`src/sv/ata_cis_pkg.sv`:
```
// Package for the ATA command issue sequencer: payload structs, opcode and
// register id constants, and the command classification tables.
// No dependencies.
package ata_cis_pkg;

	localparam int QUEUE_DEPTH = 4;
	localparam int NUM_WORDS = 5;
	localparam logic [3:0] LAST_STEP = 4'd12;

	// Configuration register indexes
	localparam logic CFG_DRIVE0_PRESENT = 1'b0;
	localparam logic CFG_DRIVE1_PRESENT = 1'b1;

	// Opcodes that get special handling
	localparam logic [7:0] OP_DEVICE_RESET = 8'h08;
	localparam logic [7:0] OP_EXEC_DIAG = 8'h90;
	localparam logic [7:0] OP_INIT_PARAMS = 8'h91;
	localparam logic [7:0] OP_PACKET = 8'ha0;
	localparam logic [7:0] OP_IDENTIFY_PACKET = 8'ha1;
	localparam logic [7:0] OP_READ_DMA = 8'hc8;
	localparam logic [7:0] OP_READ_DMA_EXT = 8'h25;
	localparam logic [7:0] OP_SECURITY = 8'h8e;
	localparam logic [7:0] OP_SMART = 8'hb0;

	// Pseudo register ids
	localparam logic [7:0] REG_NONE = 8'h00;
	localparam logic [7:0] REG_CONTROL = 8'h6a;
	localparam logic [7:0] REG_FEATURE = 8'h92;
	localparam logic [7:0] REG_COUNT = 8'h52;
	localparam logic [7:0] REG_SECTOR = 8'hd2;
	localparam logic [7:0] REG_CYL_LOW = 8'h32;
	localparam logic [7:0] REG_CYL_HIGH = 8'hb2;
	localparam logic [7:0] REG_SELECT = 8'h72;
	localparam logic [7:0] REG_COMMAND = 8'hf2;

	localparam logic [7:0] CTRL_NO_TIMEOUT = 8'h02;
	localparam logic [7:0] CTRL_TIMEOUT = 8'h00;

	localparam logic [3:0] TYPE_NONE = 4'd0;
	localparam logic [3:0] TYPE_1 = 4'd1;
	localparam logic [3:0] TYPE_2 = 4'd2;
	localparam logic [3:0] TYPE_3 = 4'd3;
	localparam logic [3:0] TYPE_DMA = 4'd4;
	localparam logic [3:0] TYPE_5 = 4'd5;
	localparam logic [3:0] TYPE_6 = 4'd6;
	localparam logic [3:0] TYPE_7 = 4'd7;
	localparam logic [3:0] TYPE_8 = 4'd8;

	typedef enum logic [1:0] {
		ST_OK = 2'd0,
		ST_NO_DRIVE = 2'd1,
		ST_UNKNOWN = 2'd2,
		ST_NOT_READY = 2'd3
	} status_t;

	typedef struct packed {
		logic [15:0] feature_word;
		logic [15:0] sector_count_word;
		logic [15:0] sector_number_word;
		logic [15:0] cylinder_low_word;
		logic [15:0] cylinder_high_word;
		logic [7:0]  drive_select;
		logic [7:0]  command_code;
		logic        drive_ready;
	} req_item_t;

	typedef struct packed {
		logic [7:0] reg_id;
		logic [7:0] reg_value;
		status_t    status;
		logic [3:0] command_type;
		logic       uses_timeout;
		logic       transfer_dir;
		logic       last;
	} rsp_item_t;

	// Classified request handed from the front end to the back end
	typedef struct packed {
		status_t                    status;
		logic [3:0]                 cmd_type;
		logic                       timeout;
		logic                       dir;
		logic [NUM_WORDS-1:0][15:0] words;
		logic [7:0]                 sel;
		logic [7:0]                 cmd;
	} job_t;

	function automatic logic [3:0] main_type(input logic [7:0] code);
		logic [3:0] t;
		case (code)
			8'h00, 8'h03, 8'h40, 8'h70, 8'h91, 8'hc0, 8'hc6, 8'hda, 8'hde, 8'hdf,
			8'he0, 8'he1, 8'he2, 8'he3, 8'he5, 8'he6, 8'he7, 8'hed, 8'hef, 8'hf3,
			8'hf5, 8'hf8, 8'hf9, 8'hea: t = TYPE_1;
			8'h20, 8'h87, 8'ha1, 8'hc4, 8'he4, 8'hec: t = TYPE_2;
			8'h30, 8'h38, 8'h92, 8'hc5, 8'hcd, 8'he8, 8'hf1, 8'hf2, 8'hf4,
			8'hf6: t = TYPE_3;
			8'hc8, 8'hca, 8'h25, 8'h35: t = TYPE_DMA;
			8'h08: t = TYPE_5;
			8'h90: t = TYPE_6;
			8'h8e, 8'hb0: t = TYPE_7;
			8'h32: t = TYPE_8;
			default: t = TYPE_NONE;
		endcase
		return t;
	endfunction

	function automatic logic [3:0] security_type(input logic [7:0] code);
		logic [3:0] t;
		case (code)
			8'hec, 8'h20: t = TYPE_2;
			8'hf3, 8'hf4, 8'hf5: t = TYPE_1;
			8'hf1, 8'hf2, 8'h30: t = TYPE_3;
			default: t = TYPE_NONE;
		endcase
		return t;
	endfunction

	function automatic logic [3:0] smart_type(input logic [7:0] code);
		logic [3:0] t;
		case (code)
			8'hd0, 8'hd5: t = TYPE_2;
			8'hd2, 8'hd3, 8'hd4, 8'hd8, 8'hd9, 8'hda: t = TYPE_1;
			8'hd6: t = TYPE_3;
			default: t = TYPE_NONE;
		endcase
		return t;
	endfunction

	function automatic logic [7:0] word_reg_id(input logic [2:0] idx);
		logic [7:0] id;
		case (idx)
			3'd0: id = REG_FEATURE;
			3'd1: id = REG_COUNT;
			3'd2: id = REG_SECTOR;
			3'd3: id = REG_CYL_LOW;
			3'd4: id = REG_CYL_HIGH;
			default: id = REG_NONE;
		endcase
		return id;
	endfunction

endpackage

```
`src/sv/ata_cis_front.sv`:
```
// Front end: classifies an incoming request (drive presence, opcode type,
// readiness, timeout, direction) and holds the configuration registers.
// Depends on ata_cis_pkg.
module ata_cis_front (
	input  logic                   clk,
	input  logic                   arst_n,
	input  logic                   cfg_we,
	input  logic                   cfg_index,
	input  logic                   cfg_data,
	input  logic                   accept,
	input  ata_cis_pkg::req_item_t req,
	output ata_cis_pkg::job_t      job
);
	import ata_cis_pkg::*;

	logic       drive0_q;
	logic       drive1_q;
	logic       dir_q;
	logic       present;
	logic       ready_ok;
	logic [3:0] ty;
	logic [7:0] feat_lo;
	logic       new_dir;

	always_comb begin
		feat_lo = req.feature_word[7:0];
		present = req.drive_select[4] ? drive1_q : drive0_q;
		if (req.command_code == OP_SECURITY) begin
			ty = security_type(feat_lo);
		end else if (req.command_code == OP_SMART) begin
			ty = smart_type(feat_lo);
		end else begin
			ty = main_type(req.command_code);
		end
		ready_ok = req.drive_ready || req.command_code == OP_DEVICE_RESET ||
			req.command_code == OP_EXEC_DIAG || req.command_code == OP_INIT_PARAMS ||
			req.command_code == OP_PACKET || req.command_code == OP_IDENTIFY_PACKET;

		job.words = {req.cylinder_high_word, req.cylinder_low_word,
			req.sector_number_word, req.sector_count_word, req.feature_word};
		job.sel = req.drive_select;
		job.cmd = req.command_code;
		job.timeout = 1'b0;
		job.cmd_type = ty;
		new_dir = dir_q;
		if (!present) begin
			job.status = ST_NO_DRIVE;
			job.cmd_type = TYPE_NONE;
		end else if (ty == TYPE_NONE) begin
			job.status = ST_UNKNOWN;
		end else if (!ready_ok) begin
			job.status = ST_NOT_READY;
		end else begin
			job.status = ST_OK;
			job.timeout = ty == TYPE_1 || ty == TYPE_DMA || ty == TYPE_6;
			if (ty == TYPE_DMA) begin
				new_dir = !(req.command_code == OP_READ_DMA ||
					req.command_code == OP_READ_DMA_EXT);
			end
		end
		// The direction reported with a request is the one stored after it.
		job.dir = new_dir;
	end

	always_ff @(posedge clk or negedge arst_n) begin
		if (!arst_n) begin
			drive0_q <= 1'b0;
			drive1_q <= 1'b0;
			dir_q <= 1'b0;
		end else begin
			if (cfg_we && cfg_index == CFG_DRIVE0_PRESENT) begin
				drive0_q <= cfg_data;
			end
			if (cfg_we && cfg_index == CFG_DRIVE1_PRESENT) begin
				drive1_q <= cfg_data;
			end
			if (accept) begin
				dir_q <= new_dir;
			end
		end
	end

endmodule

```
`src/sv/ata_cis_fifo.sv`:
```
// Small register queue between the front and back ends.
// Depends on nothing beyond its parameters.
module ata_cis_fifo #(
	parameter int WIDTH = 8,
	parameter int DEPTH = 4
) (
	input  logic                       clk,
	input  logic                       arst_n,
	input  logic                       wr_en,
	input  logic [WIDTH-1:0]           wr_data,
	input  logic                       rd_en,
	output logic [WIDTH-1:0]           rd_data,
	output logic                       full,
	output logic                       empty,
	output logic [$clog2(DEPTH+1)-1:0] level
);
	localparam int PTR_W = (DEPTH > 1) ? $clog2(DEPTH) : 1;
	localparam int CNT_W = $clog2(DEPTH+1);
	localparam logic [PTR_W-1:0] PTR_LAST = PTR_W'(DEPTH - 1);

	logic [WIDTH-1:0] mem_q [DEPTH];
	logic [PTR_W-1:0] wr_ptr_q;
	logic [PTR_W-1:0] rd_ptr_q;
	logic [CNT_W-1:0] count_q;
	logic             do_wr;
	logic             do_rd;

	assign full = count_q == CNT_W'(DEPTH);
	assign empty = count_q == '0;
	assign level = count_q;
	assign rd_data = mem_q[rd_ptr_q];
	assign do_wr = wr_en && !full;
	assign do_rd = rd_en && !empty;

	always_ff @(posedge clk) begin
		if (do_wr) begin
			mem_q[wr_ptr_q] <= wr_data;
		end
	end

	always_ff @(posedge clk or negedge arst_n) begin
		if (!arst_n) begin
			wr_ptr_q <= '0;
			rd_ptr_q <= '0;
			count_q <= '0;
		end else begin
			if (do_wr) begin
				wr_ptr_q <= (wr_ptr_q == PTR_LAST) ? '0 : wr_ptr_q + 1'b1;
			end
			if (do_rd) begin
				rd_ptr_q <= (rd_ptr_q == PTR_LAST) ? '0 : rd_ptr_q + 1'b1;
			end
			if (do_wr && !do_rd) begin
				count_q <= count_q + 1'b1;
			end else if (do_rd && !do_wr) begin
				count_q <= count_q - 1'b1;
			end
		end
	end

endmodule

```
`src/sv/ata_cis_back.sv`:
```
// Back end: walks a classified request through its register writes into an
// output register, one per cycle unless stalled on pop. Depends on ata_cis_pkg.
module ata_cis_back (
	input  logic                    clk,
	input  logic                    arst_n,
	input  logic                    job_valid,
	input  ata_cis_pkg::job_t       job,
	output logic                    job_done,
	input  logic                    pop,
	output logic                    empty,
	output ata_cis_pkg::rsp_item_t  rsp,
	output logic [3:0]              step
);
	import ata_cis_pkg::*;

	logic [3:0] step_q;
	logic       out_valid_q;
	rsp_item_t  rsp_q;
	rsp_item_t  nxt;
	logic       adv;
	logic [2:0] hi_idx;
	logic [2:0] lo_idx;

	assign adv = !out_valid_q || pop;
	assign job_done = adv && job_valid && nxt.last;
	assign empty = !out_valid_q;
	assign rsp = rsp_q;
	assign step = step_q;

	always_comb begin
		hi_idx = 3'(step_q - 4'd1);
		lo_idx = 3'(step_q - 4'd6);
		nxt.status = job.status;
		nxt.command_type = job.cmd_type;
		nxt.uses_timeout = job.timeout;
		nxt.transfer_dir = job.dir;
		nxt.last = 1'b0;
		nxt.reg_id = REG_NONE;
		nxt.reg_value = 8'h00;
		if (job.status != ST_OK) begin
			nxt.last = 1'b1;
		end else begin
			case (step_q)
				4'd0: begin
					nxt.reg_id = REG_CONTROL;
					nxt.reg_value = job.timeout ? CTRL_TIMEOUT : CTRL_NO_TIMEOUT;
				end
				4'd1, 4'd2, 4'd3, 4'd4, 4'd5: begin
					nxt.reg_id = word_reg_id(hi_idx);
					nxt.reg_value = job.words[hi_idx][15:8];
				end
				4'd6, 4'd7, 4'd8, 4'd9, 4'd10: begin
					nxt.reg_id = word_reg_id(lo_idx);
					nxt.reg_value = job.words[lo_idx][7:0];
				end
				4'd11: begin
					nxt.reg_id = REG_SELECT;
					nxt.reg_value = job.sel;
				end
				LAST_STEP: begin
					nxt.reg_id = REG_COMMAND;
					nxt.reg_value = job.cmd;
					nxt.last = 1'b1;
				end
				default: begin
					nxt.last = 1'b1;
				end
			endcase
		end
	end

	always_ff @(posedge clk) begin
		if (adv && job_valid) begin
			rsp_q <= nxt;
		end
	end

	always_ff @(posedge clk or negedge arst_n) begin
		if (!arst_n) begin
			step_q <= '0;
			out_valid_q <= 1'b0;
		end else if (adv) begin
			out_valid_q <= job_valid;
			if (job_valid) begin
				step_q <= nxt.last ? 4'd0 : step_q + 4'd1;
			end
		end
	end

endmodule

```
`src/sv/ata_command_issue_sequencer_core.sv`:
```
// Top level of the ATA command issue sequencer: front end, request queue
// and back end. Depends on ata_cis_pkg, ata_cis_front, ata_cis_fifo, ata_cis_back.
//
//   channel  | direction | handshake              | payload
//   request  | in        | push / full            | req (req_item_t)
//   result   | out       | empty / pop            | rsp (rsp_item_t)
//   config   | in        | cfg_we                 | cfg_index, cfg_data
//
// An accepted request yields thirteen register writes, one per cycle while
// results are popped, or a single reject result; the step counter walks them.
// Requests are classified in the cycle they arrive and wait in a queue of
// QUEUE_DEPTH entries, so push is taken while results are still draining.
// A result sits in an output register until popped; a stalled pop holds the
// back end and, once the queue fills, raises full. Reset clears the queue,
// the configuration and the stored direction.
module ata_command_issue_sequencer_core #(
	parameter int QUEUE_DEPTH = ata_cis_pkg::QUEUE_DEPTH
) (
	input  logic                   clk,
	input  logic                   arst_n,
	input  logic                   push,
	output logic                   full,
	input  ata_cis_pkg::req_item_t req,
	output logic                   empty,
	input  logic                   pop,
	output ata_cis_pkg::rsp_item_t rsp,
	input  logic                   cfg_we,
	input  logic                   cfg_index,
	input  logic                   cfg_data
);
	import ata_cis_pkg::*;

	localparam int LVL_W = $clog2(QUEUE_DEPTH+1);

	job_t             new_job;
	job_t             head_job;
	logic [$bits(job_t)-1:0] head_bits;
	logic             accept;
	logic             q_empty;
	logic             job_done;
	logic [LVL_W-1:0] q_level;
	logic [3:0]       step;

	assign accept = push && !full;
	assign head_job = job_t'(head_bits);

	ata_cis_front u_front (
		.clk       (clk),
		.arst_n    (arst_n),
		.cfg_we    (cfg_we),
		.cfg_index (cfg_index),
		.cfg_data  (cfg_data),
		.accept    (accept),
		.req       (req),
		.job       (new_job)
	);

	ata_cis_fifo #(
		.WIDTH ($bits(job_t)),
		.DEPTH (QUEUE_DEPTH)
	) u_queue (
		.clk     (clk),
		.arst_n  (arst_n),
		.wr_en   (push),
		.wr_data (new_job),
		.rd_en   (job_done),
		.rd_data (head_bits),
		.full    (full),
		.empty   (q_empty),
		.level   (q_level)
	);

	ata_cis_back u_back (
		.clk       (clk),
		.arst_n    (arst_n),
		.job_valid (!q_empty),
		.job       (head_job),
		.job_done  (job_done),
		.pop       (pop),
		.empty     (empty),
		.rsp       (rsp),
		.step      (step)
	);

`ifndef SYNTH
	// A sequence in progress always has its request at the queue head.
	a_step_has_job: assert property (@(posedge clk) disable iff (!arst_n)
		step != 4'd0 |-> !q_empty)
		else $error("write sequence in progress with an empty queue");

	a_step_range: assert property (@(posedge clk) disable iff (!arst_n)
		step <= LAST_STEP)
		else $error("write step counter out of range");

	a_level_range: assert property (@(posedge clk) disable iff (!arst_n)
		q_level <= LVL_W'(QUEUE_DEPTH))
		else $error("queue level beyond its depth");

	// A rejected request produces exactly one result, marked last.
	a_reject_last: assert property (@(posedge clk) disable iff (!arst_n)
		!empty && rsp.status != ST_OK |-> rsp.last)
		else $error("reject result without last");
`endif

endmodule
```
`config.mk`:
```
export PLATFORM = sky130hd
export DESIGN_NAME = ata_command_issue_sequencer_core
export DESIGN_NICKNAME = d
export VERILOG_FILES = /design/src/sv/ata_cis_pkg.sv /design/src/sv/ata_cis_front.sv /design/src/sv/ata_cis_fifo.sv /design/src/sv/ata_cis_back.sv /design/src/sv/ata_command_issue_sequencer_core.sv
export SDC_FILE = /design/constraint.sdc
export NUM_CORES = 1
export LEC_CHECK = 0
export BUFFER_PORTS_ARGS = -buffer_cell sky130_fd_sc_hd__buf_4
export CAP_MARGIN = 20
export CORE_ASPECT_RATIO = 1.1
export CORE_MARGIN = 5
export CORE_UTILIZATION = 60
export CTS_CLUSTER_SIZE = 30
export DETAILED_ROUTE_END_ITERATION = 8
export PLACE_DENSITY = 0.81
export SYNTH_ARGS = -nofsm -noshare
export SYNTH_HDL_FRONTEND = slang
export SYNTH_SLANG_ARGS = --single-unit
```
`constraint.sdc`:
```
create_clock -name clk -period 5.2 [get_ports clk]
set_clock_uncertainty 0.05 [all_clocks]
set_input_delay 0.52 -clock clk [delete_from_list [all_inputs] [get_ports clk]]
set_output_delay 0.52 -clock clk [all_outputs]
set_load 0.02 [all_outputs]
```
==> metrics.md, run 1 <==
| Metric | Value |
|---|---|
| Cell variety after synth | 66 |
| Cells along the critical path | inv_1 > ha_1 > nor4_1 > a21oi_1 > nand2_1 > and2_1 > inv_1 > ha_1 > inv_1 > fa_1 > xor2_1 > nor2_1 > xor2_1 |
| Largest net degree at the start of global routing | 72 |
| Synth top area cells | edfxtp_1 (71%), mux4_2 (14%), dfrtp_1 (2.0%) |
| Initial cell density of the core | 60.8% |
| Vias per cell | 6.38 |
| Critical path fanouts, max | 14 |
| Storage cell area | 13600 um2 |
| Post-layout min period | 3.45 ns |
| Setup TNS | 0 ns |
| Hold Slack | 0.119 ns |
| Post-route setup slack | 1.75 ns |
| Syn Std Cell Area | 18500 um2 |
| WP data arrival | 3.85 ns |
| Worst Max-Slew Pin Slew | 1.10 ns |
| Multi-input logic area | 4600 um2 |
| Num rows | 67 |
| Reg-to-reg critical path endpoint | u_queue.level[2] |
| Initial antenna violation count | 2 |
| Number of global-route vias before repair | 9783 |
| Worst hold-check path type | in -> reg |
| Root buf cell | clkbuf_16 |
| Cts hold-fix bufs | 1 |
| Fillers | 1836 |
| Cts bufs inserted | 43 |
| Reg2reg start | u_back.step[1] |
| Ys Warns | 0 |
| Post-CTS Resized | 0 |
| Post-CTS setup buffer count | 0 |
| Status | complete, no violations |
| First-pass GRT wire length | 59600 um |
| Register clock-pin slew on the reported worst setup and hold paths | 0.06 ns |
| Iter 0 DRT Violations | 937 |
| Worst setup SP type | flip-flop |
| Nets@finish | 1173 |
| Hold Path Sink | u_queue.mem_q[0][28] |
| Pre-CTS setup slack | 1.78 ns |
| Kind of critical path | reg -> reg |
| CP startpoint | u_back.step[1] |
| Syn avg cell area | 20.0 um2 |
| DIE AREA | 34400 um2 |
| Min-delay src | req[93] |
| Yosys reg bits | 454 |
| Overall routed net length | 38800 um |
| Top post-synthesis cells by count | edfxtp_1 (439), mux4_2 (119), nor2_1 (32), nand2_1 (26), a21oi_1 (22) |
| R2R Setup Slk | 1.75 ns |
| Max incr delay on CP | 0.57 ns |
| Drt wl/cell | 25.7 um |
| CTS tree | built |
| Worst skew pair latency | 0.53 ns |
| Max-slew violations | 0 |
| Hold Fails Final Rpt | 0 |
| Grt total ovfl | 0 |
| Most frequent CP cell | inv_1 |
| Reg2reg path depth | 13 |
| Core Region | 30400 um2 |
| Die width | 177 um |
| Final setup vio count | 0 |
| Vias | 9614 |
| DR pass1 iterations | 5 |
| Area leader, netlist | edfxtp_1 |
| Register area share after synthesis | 73.3% |
| Pwr/cell area | 535 nW/um2 |
| DP Wirelength | 23600 um |
| Critical Path RT | 5.61 ns |
| DRC errors left | 0 |
| Area delta synth->final | 14.7% |
| Critical Path End Type | flip-flop |
| Fmax | 290 MHz |
| All-Layer GR Usage | 22.9% |
| Routed Antenna Nets | 0 |
| Fin crit share | 66.3% |
| Max_slew headroom | 26.6% |
| Port buffer count | 128 |
| H-tree levels | 2 |
| Post-synth EDFFs | 439 |
| Main synth FF type | edfxtp_1 |
| Async S/R FF share, synth | 3.30% |
| Max-capacitance violation count | 0 |
| I/O Pins | 131 |
| Placer congestion estimate | 0.888 |
| Die Ht | 194 um |
| Worst-path cell with the longest stage delay | inv_1 |
| Most common cell in the netlist | edfxtp_1 |
| Hold depth | 1 |
| Synth Instances | 924 |
| Layout cells sized above 1 | 31.2% |
| Longest Clk Path Bufs | 3 |
| Leakage | 7.05 nW |
| Top cell type's share of synthesized area | 71.3% |
| RSZ-0062 raised after global routing | no |
| VDD IR max | 0.338 mV |
| Clock sinks | 454 |
## critical path, delay by kind of cell (launching register included)
family / cells / cell delay (ns)
simple gates: 4 / 0.56
buf+inv: 3 / 0.69
fa+ha+maj: 3 / 1.09
flops: 1 / 0.45
compound gates: 1 / 0.22
xor+xnor: 2 / 0.32
## metrics by stage
stage	total power, W	utilization [%]	cell area, um2	instances
final	0.0113	69.7	21200	1507
after global routing	0.0118	69.7	21200	1507
after CTS	0.0114	69.7	21200	1505
after detailed placement	0.00846	65.3	19900	1424
after global placement	0.00839	65.3	19900	1424
after floorplan	0.00748	-	18500	925
## state kept, by name, indices dropped and copies added (netlist names), 2 cells and up
signal	count
u_back.rsp	23
u_back.step	4
u_queue.level	3
u_queue.mem_q	416
u_queue.rd_ptr_q	2
u_queue.wr_ptr_q	2
## worst max path at each step
stage,endpoint,slack [ns],cells after the start
floorplan,u_queue.mem_q[0][0],1.27,4
global placement,u_queue.level[2],1.84,13
detailed placement,u_queue.level[2],1.78,13
CTS,u_queue.level[2],1.77,13
global route,u_queue.level[2],1.49,13
finish,u_queue.level[2],1.75,13
## power by group
group,internal (W),leakage (nW),switching [W]
clock,0.00167,0.659,0.00129
sequential,0.00488,4.22,0.000367
combinational,0.00148,2.17,0.00165
total,0.00804,7.05,0.00330
## per-layer routing
metal,GRT usage (%),part of all wire [%]
met2,36.7,50
met1,32.7,38
met5,0,0
met4,6.59,3.1
met3,4.70,9.0
## cells in the final DEF, fill, tap and decap left out, types with 7 or more instances in the layout
cell / Yosys / final
ha_1: 12 / 12
and2_1: 12 / 8
a22o_1: 9 / 9
nor3_1: 11 / 11
a221oi_1: 7 / 7
buf_4: 4 / 132
clkinv_1: 0 / 7
clkbuf_16: 0 / 44
a21oi_1: 22 / 21
edfxtp_1: 439 / 439
nand2_1: 26 / 26
nand4_1: 9 / 9
clkbuf_1: 20 / 12
o21ai_0: 16 / 16
clkinv_2: 0 / 11
inv_1: 14 / 14
nor2b_1: 14 / 14
nand3_1: 12 / 12
nor2_1: 32 / 32
dfrtp_1: 15 / 13
buf_12: 1 / 7
nor4b_1: 7 / 7
mux4_2: 119 / 119
mux2_2: 9 / 9
## final cells by class
type	instances	area share [%]
diodes	2	0.0236
clock buffers	56	5.40
clock inverters	24	0.867
inverters	14	0.248
multi-input cells	403	21.7
flip-flops and latches	454	64.0
well taps	414	2.44
repair buffers	140	5.38
## logic make-up after synthesis
kind of cell / share of synthesized area, %
muxes: 15.3
DFF: 73.3
and+or+nand+nor: 4.82
adders and majority gates: 0.920
buffers and inverters: 1.95
other: 0.0203
xor gates and xnor gates: 0.189
AOI/OAI and AO/OA: 3.52
No activity file was read; power rests on OpenSTA's default activity.
==> inputs of run 2 (changes only) <==
--- a/config.mk
+++ b/config.mk
@@ -9,10 +9,10 @@
 export CAP_MARGIN = 20
 export CORE_ASPECT_RATIO = 1.1
 export CORE_MARGIN = 5
-export CORE_UTILIZATION = 60
+export CORE_UTILIZATION = 54
 export CTS_CLUSTER_SIZE = 30
 export DETAILED_ROUTE_END_ITERATION = 8
-export PLACE_DENSITY = 0.81
+export PLACE_DENSITY = 0.77
 export SYNTH_ARGS = -nofsm -noshare
 export SYNTH_HDL_FRONTEND = slang
 export SYNTH_SLANG_ARGS = --single-unit
==> constraint.sdc (replaced) <==
create_clock -name clk -period 2.9 [get_ports clk]
set_clock_uncertainty 0.05 [all_clocks]
set_input_delay 0.29 -clock clk [delete_from_list [all_inputs] [get_ports clk]]
set_output_delay 0.29 -clock clk [all_outputs]
set_load 0.02 [all_outputs]
==> run 2 against run 1 <==
Compared with the run above: register-to-register slack lost 1.6 ns; highest routed layer is now met5; die area is 10% higher; hold slack got worse by 0.087 ns; largest power group unchanged; routed wire length increased by 3.2%; cell area rose by 6.5%; critical path type is now in -> reg; largest cell class unchanged.
==> metrics.md, run 2 (synthesized netlist as in run 1, its figures left out) <==
| Metric | Value |
|---|---|
| Status | complete, no violations (unchanged) |
| Hold depth | 3 (was 1) |
| Leakage | 7.67 nW (was 7.05 nW) |
| Kind of critical path | in -> reg (was reg -> reg) |
| DR pass1 iterations | 5 (unchanged) |
| Top delay family on crit path | compound AO/OA/AOI/OAI gates (was adder cells) |
| All-Layer GR Usage | 21.1% (was 22.9%) |
| Cells along the critical path | dlygate4sd3_1 > buf_4 > nor2b_1 > nand4_1 > o311ai_1 > nor3_1 > a31oi_1 > nor3_1 > mux2_2 (was inv_1 > ha_1 > nor4_1 > a21oi_1 > nand2_1 > and2_1 > inv_1 > ha_1 > inv_1 > fa_1 > xor2_1 > nor2_1 > xor2_1) |
| Cts bufs inserted | 43 (unchanged) |
| Hold Fails Final Rpt | 0 (unchanged) |
| DRC errors left | 0 (unchanged) |
| DIE AREA | 38100 um2 (was 34400 um2) |
| Post-Layout Cell Count | 1660 (was 1507) |
| Placer congestion estimate | 0.886 (was 0.888) |
| Placed cells | 1494 (was 1424) |
| First-pass GRT wire length | 61600 um (was 59600 um) |
| Core Region | 34000 um2 (was 30400 um2) |
| Register clock-pin slew on the reported worst setup and hold paths | 0.06 ns (about the same) |
| Overall routed net length | 40000 um (was 38800 um) |
| Die Ht | 204 um (was 194 um) |
| DP Wirelength | 25400 um (was 23600 um) |
| Num rows | 71 (was 67) |
| R2R Setup Slk | 0.14 ns (was 1.75 ns) |
| Placed cell area | 20400 um2 (was 19900 um2) |
| Final setup vio count | 0 (unchanged) |
| Number of global-route vias before repair | 10231 (was 9783) |
| Max incr delay on CP | 0.56 ns (was 0.57 ns) |
| Max_slew headroom | 46.3% (was 26.6%) |
| Clock sinks | 454 (unchanged) |
| H-tree levels | 2 (unchanged) |
| Vias | 9968 (was 9614) |
| Min-delay src | cfg_we (was req[93]) |
| Commonest non-fill, non-tap cell in the layout | edfxtp_1 (unchanged) |
| Root buf cell | clkbuf_16 (unchanged) |
| Vias per cell | 6.00 (was 6.38) |
| Worst Path Buf+Inv | 2 (was 3) |
| Critical Path RT | 3.14 ns (was 5.61 ns) |
| Area delta synth->final | 22.1% (was 14.7%) |
| Post-layout min period | 2.84 ns |
| Routed Antenna Nets | 0 (unchanged) |
| Grt total ovfl | 0 (unchanged) |
| Max-slew violations | 0 (unchanged) |
| WP data arrival | 3.07 ns (was 3.85 ns) |
| Worst skew pair latency | 0.56 ns (was 0.53 ns) |
| Number of flip-flops in the largest register | 416 (unchanged) |
| CTS tree | built (unchanged) |
| Setup TNS | 0 ns (unchanged) |
| Design area | 22600 um2 (was 21200 um2) |
| Reg with most FFs | u_queue.mem_q (unchanged) |
| Most frequent CP cell | nor3_1 (was inv_1) |
| Worst Max-Slew Pin Slew | 0.804 ns (was 1.10 ns) |
| Reg-to-reg critical path endpoint | u_back.rsp[12] (was u_queue.level[2]) |
| VDD IR max | 0.647 mV (was 0.338 mV) |
| Fmax | 352 MHz |
| RSZ-0062 raised after global routing | no (unchanged) |
| Critical Path End Type | flip-flop (unchanged) |
| Max-capacitance violation count | 0 (unchanged) |
| Pwr/cell area | 919 nW/um2 (was 535 nW/um2) |
| Worst-path cell with the longest stage delay | dlygate4sd3_1 (was inv_1) |
| Die width | 186 um (was 177 um) |
| Fillers | 2159 (was 1836) |
| Port buffer count | 128 (unchanged) |
| Iter 0 DRT Violations | 1210 (was 937) |
| Nets@finish | 1313 (was 1173) |
| Hold Path Sink | u_front.drive1_q (was u_queue.mem_q[0][28]) |
| Layout cells sized above 1 | 31.6% (was 31.2%) |
| Fin crit share | 97.8% |
| Worst setup SP type | input pin (was flip-flop) |
| Initial cell density of the core | 54.4% (was 60.8%) |
| Reg2reg path depth | 6 (was 13) |
| Drt wl/cell | 24.1 um (was 25.7 um) |
| Worst hold-check path type | in -> reg (unchanged) |
| I/O Pins | 131 (unchanged) |
| Largest net degree at the start of global routing | 63 (was 72) |
| Reg2reg start | u_queue.rd_ptr_q[0] (was u_back.step[1]) |
| Critical path fanouts, max | 14 (unchanged) |
| Initial antenna violation count | 4 (was 2) |
| Longest Clk Path Bufs | 3 (unchanged) |
| Commonest non-fill, non-tap cells in the layout | edfxtp_1 (439), buf_4 (169), mux4_2 (119), dlygate4sd3_1 (93), clkbuf_16 (43) (was edfxtp_1 (439), buf_4 (132), mux4_2 (119), clkbuf_16 (44), nor2_1 (32)) |
run 2: cell types whose count changed in the layout (fill, tap and decap cells not counted), moves of 3 or more:
cell           change
a221oi_1           -3
a221oi_2           +3
buf_12             +9
buf_4             +37
clkinv_1           -3
clkinv_2           -6
dlygate4sd3_1     +92
run 2: through the flow:
stage	hold WS [ns]	setup WS [ns]	power (W)	util, %
6_report	0.0327	0.0629	0.0208	66.4
3_5_place_dp	0.133	0.0927	0.0157	59.9
2_1_floorplan	-0.0556	0.00596	0.0134	-
3_3_place_gp	0.125	0.161	0.0155	59.8
4_1_cts	0.00518	0.0668	0.0209	66.2
5_1_grt	0.0285	0.0142	0.0217	66.4
run 2: layout make-up:
type | instances | area (um2) | share of cell area (%)
Antenna cell | 2 | 5.00 | 0.0222
Clock buffer | 55 | 1130 | 5.01
Clock inverter | 14 | 108 | 0.476
Inverter | 14 | 52.6 | 0.233
Multi-Input combinational cell | 403 | 4620 | 20.4
Sequential cell | 454 | 13600 | 60.1
Tap cell | 438 | 548 | 2.43
Timing Repair Buffer | 280 | 2560 | 11.3
run 2: report_power, final:
group | switching [W] | leakage [nW] | internal [W]
registers | 0.000428 | 4.22 | 0.00874
clock network | 0.00224 | 0.610 | 0.00284
logic | 0.00332 | 2.84 | 0.00319
total | 0.00599 | 7.67 | 0.0148
run 2: worst max path at each step:
stage | depth (start not counted) | endpoint | slack [ns] | from
final | 9 | u_queue.mem_q[0][96] | 0.06 | req[8]
after global routing | 12 | u_queue.level[1] | 0.01 | u_back.step[0]
after CTS | 6 | u_back.rsp[15] | 0.07 | u_queue.rd_ptr_q[0]
after detailed placement | 6 | u_back.rsp[15] | 0.09 | u_queue.rd_ptr_q[0]
after global placement | 6 | u_back.rsp[13] | 0.16 | u_queue.rd_ptr_q[0]
after floorplan | 13 | u_queue.level[1] | 0.006 | u_back.step[0]
run 2: timing repair:
item	4_1_cts	5_1_grt
hold buffers	93	0
hold endpoints to repair	376	0
gates resized for setup	0	5
buffers inserted	0	2
setup endpoints to repair	0	4
run 2: layer usage:
metal  up-vias  share of wire, %  global-route usage (%)
met1      5062                38                    28.1
met3        88               7.9                    4.78
met5         -             0.067                       0
li1       4393                 -                       -
met2       421                51                    35.5
met4         4               2.5                    6.04
run 2: worst reg2reg max path, stage by stage, from the launching register on:
cell and delay [ns]:
dfrtp_4 0.53, buf_16 0.29, mux4_2 0.59, mux4_2 0.51
a22o_1 0.22, a211oi_1 0.27, nor2_1 0.06
